## config.mk

```make
export PLATFORM = sky130hd
export DESIGN_NAME = zip_archive_stream_parser
export DESIGN_NICKNAME = d
export VERILOG_FILES = /design/src/rtl/zasp_pkg.sv /design/src/rtl/zasp_fifo.sv /design/src/rtl/zasp_engine.sv /design/src/rtl/zip_archive_stream_parser.sv
export SDC_FILE = /design/constraint.sdc
export NUM_CORES = 1
export LEC_CHECK = 0
export BUFFER_PORTS_ARGS = -buffer_cell sky130_fd_sc_hd__buf_4
export CORE_MARGIN = 2
export CORE_UTILIZATION = 65
export CTS_CLUSTER_SIZE = 24
export DETAILED_ROUTE_END_ITERATION = 8
export PLACE_DENSITY = 0.83
export SYNTH_ARGS = -nofsm -noshare
export SYNTH_HDL_FRONTEND = slang
export SYNTH_SLANG_ARGS = --single-unit
```

## constraint.sdc

```tcl
create_clock -name clk_i -period 15.7 [get_ports clk_i]
set_input_delay 3.14 -clock clk_i [delete_from_list [all_inputs] [get_ports clk_i]]
set_output_delay 3.14 -clock clk_i [all_outputs]
set_load 0.03 [all_outputs]
```

## src/rtl/zasp_pkg.sv

```systemverilog
// Shared types, codes and helpers of the ZIP archive record parser.
`timescale 1ns / 1ps
package zasp_pkg;

  // Record signatures and header constants
  localparam logic [31:0] SigLocal      = 32'h0403_4b50;
  localparam logic [31:0] SigCentral    = 32'h0201_4b50;
  localparam logic [31:0] SigEnd        = 32'h0605_4b50;
  localparam int unsigned FlagDescBit   = 3;
  localparam logic [15:0] MethodStored  = 16'd0;
  localparam logic [15:0] MethodDeflate = 16'd8;
  localparam logic [31:0] CrcPoly       = 32'hEDB8_8320;

  // Header lengths in bytes
  localparam logic [5:0] SigLen   = 6'd4;
  localparam logic [5:0] LhdrLen  = 6'd26;
  localparam logic [5:0] DescLen  = 6'd12;
  localparam logic [5:0] ChdrLen  = 6'd42;
  localparam logic [5:0] EhdrLen  = 6'd18;

  // Phase codes, also reported as byte class
  localparam logic [3:0] PhSig     = 4'd0;
  localparam logic [3:0] PhLhdr    = 4'd1;
  localparam logic [3:0] PhName    = 4'd2;
  localparam logic [3:0] PhExtra   = 4'd3;
  localparam logic [3:0] PhPayload = 4'd4;
  localparam logic [3:0] PhDesc    = 4'd5;
  localparam logic [3:0] PhChdr    = 4'd6;
  localparam logic [3:0] PhCskip   = 4'd7;
  localparam logic [3:0] PhEhdr    = 4'd8;
  localparam logic [3:0] PhComment = 4'd9;
  localparam logic [3:0] PhHalted  = 4'd10;

  // Status codes
  localparam logic [1:0] StOk       = 2'd0;
  localparam logic [1:0] StBadSig   = 2'd1;
  localparam logic [1:0] StBadMeth  = 2'd2;
  localparam logic [1:0] StCrcError = 2'd3;

  // Configuration register indexes
  localparam logic CfgDeflatePass = 1'b0;
  localparam logic CfgCrcEnable   = 1'b1;

  // Default queue depths
  localparam int unsigned InQueueDepth  = 2;
  localparam int unsigned OutQueueDepth = 2;

  // One result beat
  typedef struct packed {
    logic [7:0]  byte_out;
    logic [3:0]  byte_class;
    logic        header_done;
    logic        entry_end;
    logic        is_compressed;
    logic [31:0] uncompressed_size;
    logic [1:0]  status;
  } result_t;

  // Handshake between a queue and the parser core
  typedef struct packed {
    logic not_empty;
    logic full;
  } queue_status_t;

  // Reflected CRC-32 update over one byte
  function automatic logic [31:0] crc32_byte(input logic [31:0] crc, input logic [7:0] b);
    logic [31:0] c;
    c = crc ^ {24'd0, b};
    for (int i = 0; i < 8; i++) begin
      c = c[0] ? ((c >> 1) ^ CrcPoly) : (c >> 1);
    end
    return c;
  endfunction

endpackage

```

## src/rtl/zasp_fifo.sv

```systemverilog
// Small register queue that decouples the parser core from its neighbors.
`timescale 1ns / 1ps
module zasp_fifo #(
  parameter int unsigned Width = 8,
  parameter int unsigned Depth = 2
) (
  input  logic             clk_i,
  input  logic             rst_ni,
  input  logic             push_i,
  input  logic [Width-1:0] wdata_i,
  input  logic             pop_i,
  output logic [Width-1:0] rdata_o,
  output zasp_pkg::queue_status_t status_o
);
  import zasp_pkg::*;

  localparam int unsigned PtrW = $clog2(Depth);
  localparam int unsigned CntW = $clog2(Depth + 1);
  localparam logic [PtrW-1:0] LastPtr = PtrW'(Depth - 1);
  localparam logic [CntW-1:0] FullCnt = CntW'(Depth);

  logic [Width-1:0] mem_q [Depth];
  logic [PtrW-1:0]  wptr_q, wptr_d;
  logic [PtrW-1:0]  rptr_q, rptr_d;
  logic [CntW-1:0]  cnt_q, cnt_d;
  logic             do_push, do_pop;

  assign status_o.full      = (cnt_q == FullCnt);
  assign status_o.not_empty = (cnt_q != '0);
  assign do_push = push_i && !status_o.full;
  assign do_pop  = pop_i && status_o.not_empty;
  assign rdata_o = mem_q[rptr_q];

  // Advance pointers and occupancy
  always_comb begin
    wptr_d = wptr_q;
    rptr_d = rptr_q;
    cnt_d  = cnt_q;
    if (do_push) begin
      wptr_d = (wptr_q == LastPtr) ? '0 : wptr_q + 1'b1;
    end
    if (do_pop) begin
      rptr_d = (rptr_q == LastPtr) ? '0 : rptr_q + 1'b1;
    end
    if (do_push && !do_pop) begin
      cnt_d = cnt_q + 1'b1;
    end else if (do_pop && !do_push) begin
      cnt_d = cnt_q - 1'b1;
    end
  end

  always_ff @(posedge clk_i or negedge rst_ni) begin
    if (!rst_ni) begin
      wptr_q <= '0;
      rptr_q <= '0;
      cnt_q  <= '0;
    end else begin
      wptr_q <= wptr_d;
      rptr_q <= rptr_d;
      cnt_q  <= cnt_d;
    end
  end

  // Store the pushed beat
  always_ff @(posedge clk_i) begin
    if (do_push) begin
      mem_q[wptr_q] <= wdata_i;
    end
  end

endmodule

```

## src/rtl/zasp_engine.sv

```systemverilog
// Framing core: walks signatures, headers, sections one byte per unstalled cycle.
`timescale 1ns / 1ps
module zasp_engine (
  input  logic                    clk_i,
  input  logic                    rst_ni,
  input  logic                    cfg_we_i,
  input  logic                    cfg_idx_i,
  input  logic                    cfg_data_i,
  input  zasp_pkg::queue_status_t in_status_i,
  input  logic [7:0]              in_byte_i,
  output logic                    in_pop_o,
  input  zasp_pkg::queue_status_t out_status_i,
  output logic                    out_push_o,
  output zasp_pkg::result_t       result_o
);
  import zasp_pkg::*;

  logic        deflate_pass_q, crc_en_q;
  logic [3:0]  phase_q, phase_d;
  logic [31:0] rem_q, rem_d;
  logic [5:0]  off_q, off_d, off_inc;
  logic [31:0] sig_q, sig_d;
  logic        desc_flag_q, desc_flag_d;
  logic [15:0] method_q, method_d;
  logic [31:0] exp_crc_q, exp_crc_d;
  logic [31:0] csize_q, csize_d;
  logic [31:0] plain_q, plain_d;
  logic [15:0] name_bytes_q, name_bytes_d;
  logic [15:0] extra_bytes_q, extra_bytes_d;
  logic [31:0] crc_q, crc_d;
  logic [1:0]  halt_q, halt_d;

  logic        take;
  logic [7:0]  b;
  logic [3:0]  cls;
  logic        hdr_done, pulse_end;
  logic [1:0]  st;
  logic        go_name, go_extra, go_pay;
  logic        crc_bad;

  assign take       = in_status_i.not_empty && !out_status_i.full;
  assign in_pop_o   = take;
  assign out_push_o = take;
  assign b          = in_byte_i;
  assign off_inc    = off_q + 6'd1;

  // Step the record walker over one byte
  always_comb begin
    phase_d       = phase_q;
    rem_d         = rem_q;
    off_d         = off_q;
    sig_d         = sig_q;
    desc_flag_d   = desc_flag_q;
    method_d      = method_q;
    exp_crc_d     = exp_crc_q;
    csize_d       = csize_q;
    plain_d       = plain_q;
    name_bytes_d  = name_bytes_q;
    extra_bytes_d = extra_bytes_q;
    crc_d         = crc_q;
    halt_d        = halt_q;
    cls           = (phase_q > PhHalted) ? PhHalted : phase_q;
    hdr_done      = 1'b0;
    pulse_end     = 1'b0;
    st            = StOk;
    go_name       = 1'b0;
    go_extra      = 1'b0;
    go_pay        = 1'b0;
    crc_bad       = 1'b0;

    unique case (phase_q)
      PhSig: begin
        sig_d = {b, sig_q[31:8]};
        off_d = off_inc;
        if (off_inc >= SigLen) begin
          off_d = '0;
          if (sig_d == SigLocal) begin
            phase_d = PhLhdr;
          end else if (sig_d == SigCentral) begin
            phase_d = PhChdr;
          end else if (sig_d == SigEnd) begin
            phase_d = PhEhdr;
          end else begin
            phase_d = PhHalted;
            halt_d  = StBadSig;
            st      = StBadSig;
          end
        end
      end
      PhLhdr: begin
        // Capture header fields, little-endian
        unique case (off_q)
          6'd2:    desc_flag_d         = b[FlagDescBit];
          6'd4:    method_d[7:0]       = b;
          6'd5:    method_d[15:8]      = b;
          6'd10:   exp_crc_d[7:0]      = b;
          6'd11:   exp_crc_d[15:8]     = b;
          6'd12:   exp_crc_d[23:16]    = b;
          6'd13:   exp_crc_d[31:24]    = b;
          6'd14:   csize_d[7:0]        = b;
          6'd15:   csize_d[15:8]       = b;
          6'd16:   csize_d[23:16]      = b;
          6'd17:   csize_d[31:24]      = b;
          6'd18:   plain_d[7:0]        = b;
          6'd19:   plain_d[15:8]       = b;
          6'd20:   plain_d[23:16]      = b;
          6'd21:   plain_d[31:24]      = b;
          6'd22:   name_bytes_d[7:0]   = b;
          6'd23:   name_bytes_d[15:8]  = b;
          6'd24:   extra_bytes_d[7:0]  = b;
          6'd25:   extra_bytes_d[15:8] = b;
          default: ;
        endcase
        off_d = off_inc;
        if (off_inc >= LhdrLen) begin
          off_d    = '0;
          hdr_done = 1'b1;
          crc_d    = '1;
          if (method_d == MethodStored ||
              (method_d == MethodDeflate && deflate_pass_q)) begin
            if (name_bytes_d != '0) begin
              phase_d = PhName;
              rem_d   = {16'd0, name_bytes_d};
            end else begin
              go_name = 1'b1;
            end
          end else begin
            phase_d = PhHalted;
            halt_d  = StBadMeth;
            st      = StBadMeth;
          end
        end
      end
      PhName: begin
        rem_d = rem_q - 32'd1;
        go_name = (rem_d == '0);
      end
      PhExtra: begin
        rem_d = rem_q - 32'd1;
        go_extra = (rem_d == '0);
      end
      PhPayload: begin
        if (method_q == MethodStored) begin
          crc_d = crc32_byte(crc_q, b);
        end
        rem_d  = rem_q - 32'd1;
        go_pay = (rem_d == '0);
      end
      PhDesc: begin
        unique case (off_q)
          6'd0:    exp_crc_d[7:0]   = b;
          6'd1:    exp_crc_d[15:8]  = b;
          6'd2:    exp_crc_d[23:16] = b;
          6'd3:    exp_crc_d[31:24] = b;
          default: ;
        endcase
        off_d = off_inc;
        if (off_inc >= DescLen) begin
          if (method_d == MethodStored && crc_en_q && (~crc_d != exp_crc_d)) begin
            phase_d = PhHalted;
            halt_d  = StCrcError;
            st      = StCrcError;
          end else begin
            pulse_end = 1'b1;
            phase_d   = PhSig;
            off_d     = '0;
          end
        end
      end
      PhChdr: begin
        // Sum name, extra and comment lengths
        if (off_q >= 6'd24 && off_q <= 6'd29) begin
          rem_d = ((off_q == 6'd24) ? 32'd0 : rem_q) +
                  (off_q[0] ? {16'd0, b, 8'd0} : {24'd0, b});
        end
        off_d = off_inc;
        if (off_inc >= ChdrLen) begin
          phase_d = (rem_d != '0) ? PhCskip : PhSig;
          off_d   = '0;
        end
      end
      PhEhdr: begin
        if (off_q == 6'd16) begin
          rem_d = {24'd0, b};
        end else if (off_q == 6'd17) begin
          rem_d = rem_q | {16'd0, b, 8'd0};
        end
        off_d = off_inc;
        if (off_inc >= EhdrLen) begin
          phase_d = (rem_d != '0) ? PhComment : PhSig;
          off_d   = '0;
        end
      end
      PhCskip, PhComment: begin
        rem_d = rem_q - 32'd1;
        if (rem_d == '0) begin
          phase_d = PhSig;
          off_d   = '0;
        end
      end
      default: begin
        cls     = PhHalted;
        phase_d = PhHalted;
        st      = halt_q;
      end
    endcase

    // Pass over empty sections
    if (go_name) begin
      if (extra_bytes_d != '0) begin
        phase_d = PhExtra;
        rem_d   = {16'd0, extra_bytes_d};
      end else begin
        go_extra = 1'b1;
      end
    end
    if (go_extra) begin
      if (csize_d != '0) begin
        phase_d = PhPayload;
        rem_d   = csize_d;
      end else begin
        go_pay = 1'b1;
      end
    end
    if (go_pay) begin
      crc_bad = (method_d == MethodStored) && crc_en_q && (~crc_d != exp_crc_d);
      if (desc_flag_d) begin
        phase_d = PhDesc;
        off_d   = '0;
      end else if (crc_bad) begin
        phase_d = PhHalted;
        halt_d  = StCrcError;
        st      = StCrcError;
      end else begin
        pulse_end = 1'b1;
        phase_d   = PhSig;
        off_d     = '0;
      end
    end
  end

  // Drive the result beat
  always_comb begin
    result_o.byte_out          = b;
    result_o.byte_class        = cls;
    result_o.header_done       = hdr_done;
    result_o.entry_end         = pulse_end;
    result_o.is_compressed     = (method_d == MethodDeflate);
    result_o.uncompressed_size = plain_d;
    result_o.status            = st;
  end

  // Hold configuration
  always_ff @(posedge clk_i or negedge rst_ni) begin
    if (!rst_ni) begin
      deflate_pass_q <= 1'b1;
      crc_en_q       <= 1'b1;
    end else if (cfg_we_i) begin
      unique case (cfg_idx_i)
        CfgDeflatePass: deflate_pass_q <= cfg_data_i;
        CfgCrcEnable:   crc_en_q       <= cfg_data_i;
        default: ;
      endcase
    end
  end

  // Advance walker state on each taken beat
  always_ff @(posedge clk_i or negedge rst_ni) begin
    if (!rst_ni) begin
      phase_q       <= PhSig;
      rem_q         <= '0;
      off_q         <= '0;
      sig_q         <= '0;
      desc_flag_q   <= 1'b0;
      method_q      <= '0;
      exp_crc_q     <= '0;
      csize_q       <= '0;
      plain_q       <= '0;
      name_bytes_q  <= '0;
      extra_bytes_q <= '0;
      crc_q         <= '1;
      halt_q        <= StOk;
    end else if (take) begin
      phase_q       <= phase_d;
      rem_q         <= rem_d;
      off_q         <= off_d;
      sig_q         <= sig_d;
      desc_flag_q   <= desc_flag_d;
      method_q      <= method_d;
      exp_crc_q     <= exp_crc_d;
      csize_q       <= csize_d;
      plain_q       <= plain_d;
      name_bytes_q  <= name_bytes_d;
      extra_bytes_q <= extra_bytes_d;
      crc_q         <= crc_d;
      halt_q        <= halt_d;
    end
  end

endmodule

```

## src/rtl/zip_archive_stream_parser.sv

```systemverilog
// Top level of the ZIP archive record parser: input queue, framing core, result queue.
//
//  channel   direction  handshake                 beat
//  input     in         push / full               data_byte_i
//  result    out        empty / pop               byte_out_o .. status_o
//  config    in         cfg_we_i (no wait)        cfg_idx_i, cfg_data_i
//
// One archive byte per cycle: the core takes a byte from the input queue in
// every cycle in which it holds one and the result queue has room. A pushed
// byte is held in the input queue; when the core takes it, its result is written
// into the result queue, whose head drives the result ports until it is popped.
// Reset returns the walker to signature search and both registers to 1.
// A stalled result side fills the result queue, then the input queue, then full
// rises; either side may stall independently of the other.
`timescale 1ns / 1ps
module zip_archive_stream_parser #(
  parameter int unsigned InDepth  = zasp_pkg::InQueueDepth,
  parameter int unsigned OutDepth = zasp_pkg::OutQueueDepth
) (
  input  logic        clk_i,
  input  logic        rst_ni,
  input  logic        push,
  output logic        full,
  input  logic [7:0]  data_byte_i,
  output logic        empty,
  input  logic        pop,
  output logic [7:0]  byte_out_o,
  output logic [3:0]  byte_class_o,
  output logic        header_done_o,
  output logic        entry_end_o,
  output logic        is_compressed_o,
  output logic [31:0] uncompressed_size_o,
  output logic [1:0]  status_o,
  input  logic        cfg_we_i,
  input  logic        cfg_idx_i,
  input  logic        cfg_data_i
);
  import zasp_pkg::*;

  queue_status_t in_status, out_status;
  logic [7:0]    in_byte;
  logic          in_pop, out_push;
  result_t       core_result, out_result;

  // Front: input byte queue
  zasp_fifo #(
    .Width(8),
    .Depth(InDepth)
  ) u_in_fifo (
    .clk_i    (clk_i),
    .rst_ni   (rst_ni),
    .push_i   (push),
    .wdata_i  (data_byte_i),
    .pop_i    (in_pop),
    .rdata_o  (in_byte),
    .status_o (in_status)
  );

  // Middle: framing core
  zasp_engine u_engine (
    .clk_i        (clk_i),
    .rst_ni       (rst_ni),
    .cfg_we_i     (cfg_we_i),
    .cfg_idx_i    (cfg_idx_i),
    .cfg_data_i   (cfg_data_i),
    .in_status_i  (in_status),
    .in_byte_i    (in_byte),
    .in_pop_o     (in_pop),
    .out_status_i (out_status),
    .out_push_o   (out_push),
    .result_o     (core_result)
  );

  // Result queue
  zasp_fifo #(
    .Width($bits(result_t)),
    .Depth(OutDepth)
  ) u_out_fifo (
    .clk_i    (clk_i),
    .rst_ni   (rst_ni),
    .push_i   (out_push),
    .wdata_i  (core_result),
    .pop_i    (pop),
    .rdata_o  (out_result),
    .status_o (out_status)
  );

  assign full                = in_status.full;
  assign empty               = !out_status.not_empty;
  assign byte_out_o          = out_result.byte_out;
  assign byte_class_o        = out_result.byte_class;
  assign header_done_o       = out_result.header_done;
  assign entry_end_o         = out_result.entry_end;
  assign is_compressed_o     = out_result.is_compressed;
  assign uncompressed_size_o = out_result.uncompressed_size;
  assign status_o            = out_result.status;

endmodule
```

==> metrics.yaml <==
status: "complete, but fails checks"
violations: "design-rule violations"
grt_max_degree: 90
clkTransAtPathRegs_ps: 60
syn_inst: 2747
startpoint_type: "register"
clock.fmax_ghz: 0.135
grt_pass1_wl_mm: 141
firstDrtPassIters: 9
maxSlewHeadroom_pct: 3.94
fin_util_pct: 71.8
synth_nets: 2788
drive_above_1_share_pct: 13.9
clk_latency_ps: 580
cts_sinks: 369
synth_simple_gate_area_share_pct: 19.1
fin_setup_tns_ps: 0
ir_drop_v: 0.000188
synthMuxAreaShare_pct: 6.24
ys_async_sr_fraction_pct: 69.1
synth_top_family_by_area: "compound AO/OA/AOI/OAI gates"
hold_buffers: 0
netlist_area_mm2: 0.0243
htree_levels: 2
synth_compound_area_share_pct: 21.4
critPathArrivalTime_ps: 7840
preCtsSetupSlack_ps: 8700
power.density_mw_per_mm2: 270
synth_ff_type: "dfrtp_1"
setup_violations: 0
finClkSkew_ps: 23.0
path_class: "register to register"
p_total_mw: 7.12
cts-resized-gates: 0
syn_avg_cell_area_um2: 8.84
die_x_um: 197
tritoncts: "built"
synthXorXnorAreaFrac_pct: 7.30
final_area_mm2: 0.0264
mostFrequentLayoutCell: "nand2_1"
drc_errors: 11
synth_fa_ha_area_share_pct: 1.37
cts_root_buf: "clkbuf_16"
rsz0062_at_grt: "false"
yosysTopAreaCell: "dfrtp_1"
portBuffers: 65
die_y_um: 197
postCtsSetupBuffers: 0
synth_edf_count: 114
hold_path.class: "register to register"
drt-total-wl_mm: 93.5
num_vias: 24200
ys_types: 106
pwr-share-seq_pct: 26.4
drv_cap: 0
min_period_ps: 7430
switching_share_pct: 50.8
finalHoldViolCount: 0
gp_congestion: 1.06
boundaryPins: 66
coreArea_mm2: 0.0367
power_frac_clock_pct: 13.5
placed_area_mm2: 0.0251
grt_usage_pct: 48.0
report.final.slew_viol_count: 0
finalWorstSetupSlack_ps: 8270
antenna_left: 0
drtIter0Drc: 3989
wl_per_cell_um: 29.3
grt_remaining_overflow: 0
row_count: 70
intPower_mw: 3.50
syn_to_final_growth_pct: 8.55
path_max_fanout: 26
fp.dieArea_mm2: 0.0389
synth_seq_area_share_pct: 40.6
hold_ws_ps: 490
dpl.hpwl_mm: 62.3
fin_crit_sh_pct: 47.4
synth-seq-cells: 369
tightest_slew_ps: 1430
nNetsFinal: 2736
antenna_found_initial: 2
critPathCaptureType: "register"
cts_buffer_depth: 3
yosys-top-cells-area: "dfrtp_1 (23%), edfxtp_1 (14%), o21ai_0 (5.9%)"
fin_cells: 3195
switchingPower_mw: 3.62
mostFrequentLayoutCells: "nand2_1 (319), o21ai_0 (287), nor2_1 (238)"
combPwrFrac_pct: 60.2
start_util_pct: 66.2
cts_buffers: 39
synth_top_cell_area_share_pct: 22.8
cp.required_ps: 16110
dp_cells: 3122
leakagePower_nw: 10.2
grt_pass1_vias: 23100
yosysWarnings: 0
vias_per_cell: 7.58
[cell type report]
class / count / area (um2)
multi-input combinational: 2125 / 13600
tap: 468 / 586
inverter: 42 / 158
fill: 2598 / 10300
timing repair buffer: 118 / 893
antenna: 2 / 5.00
sequential: 369 / 9850
clock inverter: 15 / 156
clock buffer: 56 / 1130
[state kept, by name (all words and copies together), names as in the netlist, 4 cells and up]
register / count
u_out_fifo.mem_q: 98
u_engine.plain_q: 32
u_engine.phase_q: 4
u_engine.rem_q: 32
u_engine.csize_q: 32
u_engine.method_q: 16
u_engine.name_bytes_q: 16
u_engine.sig_q: 24
u_engine.exp_crc_q: 32
u_engine.off_q: 6
u_engine.extra_bytes_q: 16
u_in_fifo.mem_q: 16
u_engine.crc_q: 32
[power by group through the flow]
| stage | clock network [mW] | registers [mW] | logic [mW] |
|---|---|---|---|
| floorplan | 0 | 1.58 | 2.98 |
| global placement | 0 | 1.81 | 3.97 |
| detailed placement | 0 | 1.85 | 4.05 |
| CTS | 0.950 | 1.84 | 4.10 |
| global route | 0.983 | 1.90 | 4.47 |
| finish | 0.957 | 1.88 | 4.28 |
[logic make-up (layout without fill, tap and decap cells)]
logic type,Yosys count,count (layout)
AOI/OAI and AO/OA,837,837
adders and majority gates,26,26
and+or+nand+nor,961,961
muxes,136,136
DFF,369,369
xor gates and xnor gates,165,165
buffers and inverters,253,231
other,0,2
[Yosys cell counts (all sizes together) (16+ instances only)]
library cell,number
a211oi,24
a21o,18
a21oi,218
a31oi,29
and2,31
and3,16
buf,32
clkbuf,179
dfrtp,221
dfstp,34
edfxtp,114
ha,25
inv,38
mux2,106
mux2i,30
nand2,319
nand3,66
nand4,26
nor2,242
nor3,87
nor4,46
o211ai,36
o21ai,296
o221ai,20
o22a,16
o22ai,23
o31ai,26
or3,20
xnor2,93
xnor3,21
xor2,49
[per-layer routing]
layer	track usage (%)	share of wire, %
met1	62.3	36
met2	70.9	43
met3	13.9	14
met4	30.3	7.5
met5	0	0.026
[critical path, cell delays in order, from the launching register on]
cell	delay, ps
dfrtp_1	610
clkinv_1	340
ha_1	270
nor2b_1	510
nand2_1	710
and2_1	420
ha_1	380
nand2_1	120
or4_1	610
a2111o_1	530
a311o_1	500
nor2_1	390
a311oi_1	240
nand4b_1	240
o31ai_1	620
o21ai_0	320
nor3_1	320
o31ai_1	110
[path summary, 6_finish.rpt]
path | startpoint | end | slack (ps) | cells past startpoint
min reg2reg | u_engine.crc_q[31] | u_engine.crc_q[31] | 490 | 2
max reg2reg | u_engine.off_q[0] | u_engine.phase_q[2] | 8270 | 17
max | u_engine.off_q[0] | u_engine.phase_q[2] | 8270 | 17
min | u_engine.crc_q[31] | u_engine.crc_q[31] | 490 | 2
min in group asynchronous | rst_ni | u_engine.plain_q[13] | 2550 | 1
max in group asynchronous | rst_ni | u_engine.rem_q[4] | 10980 | 3
Note: power is estimated with default switching activity, not from simulation.
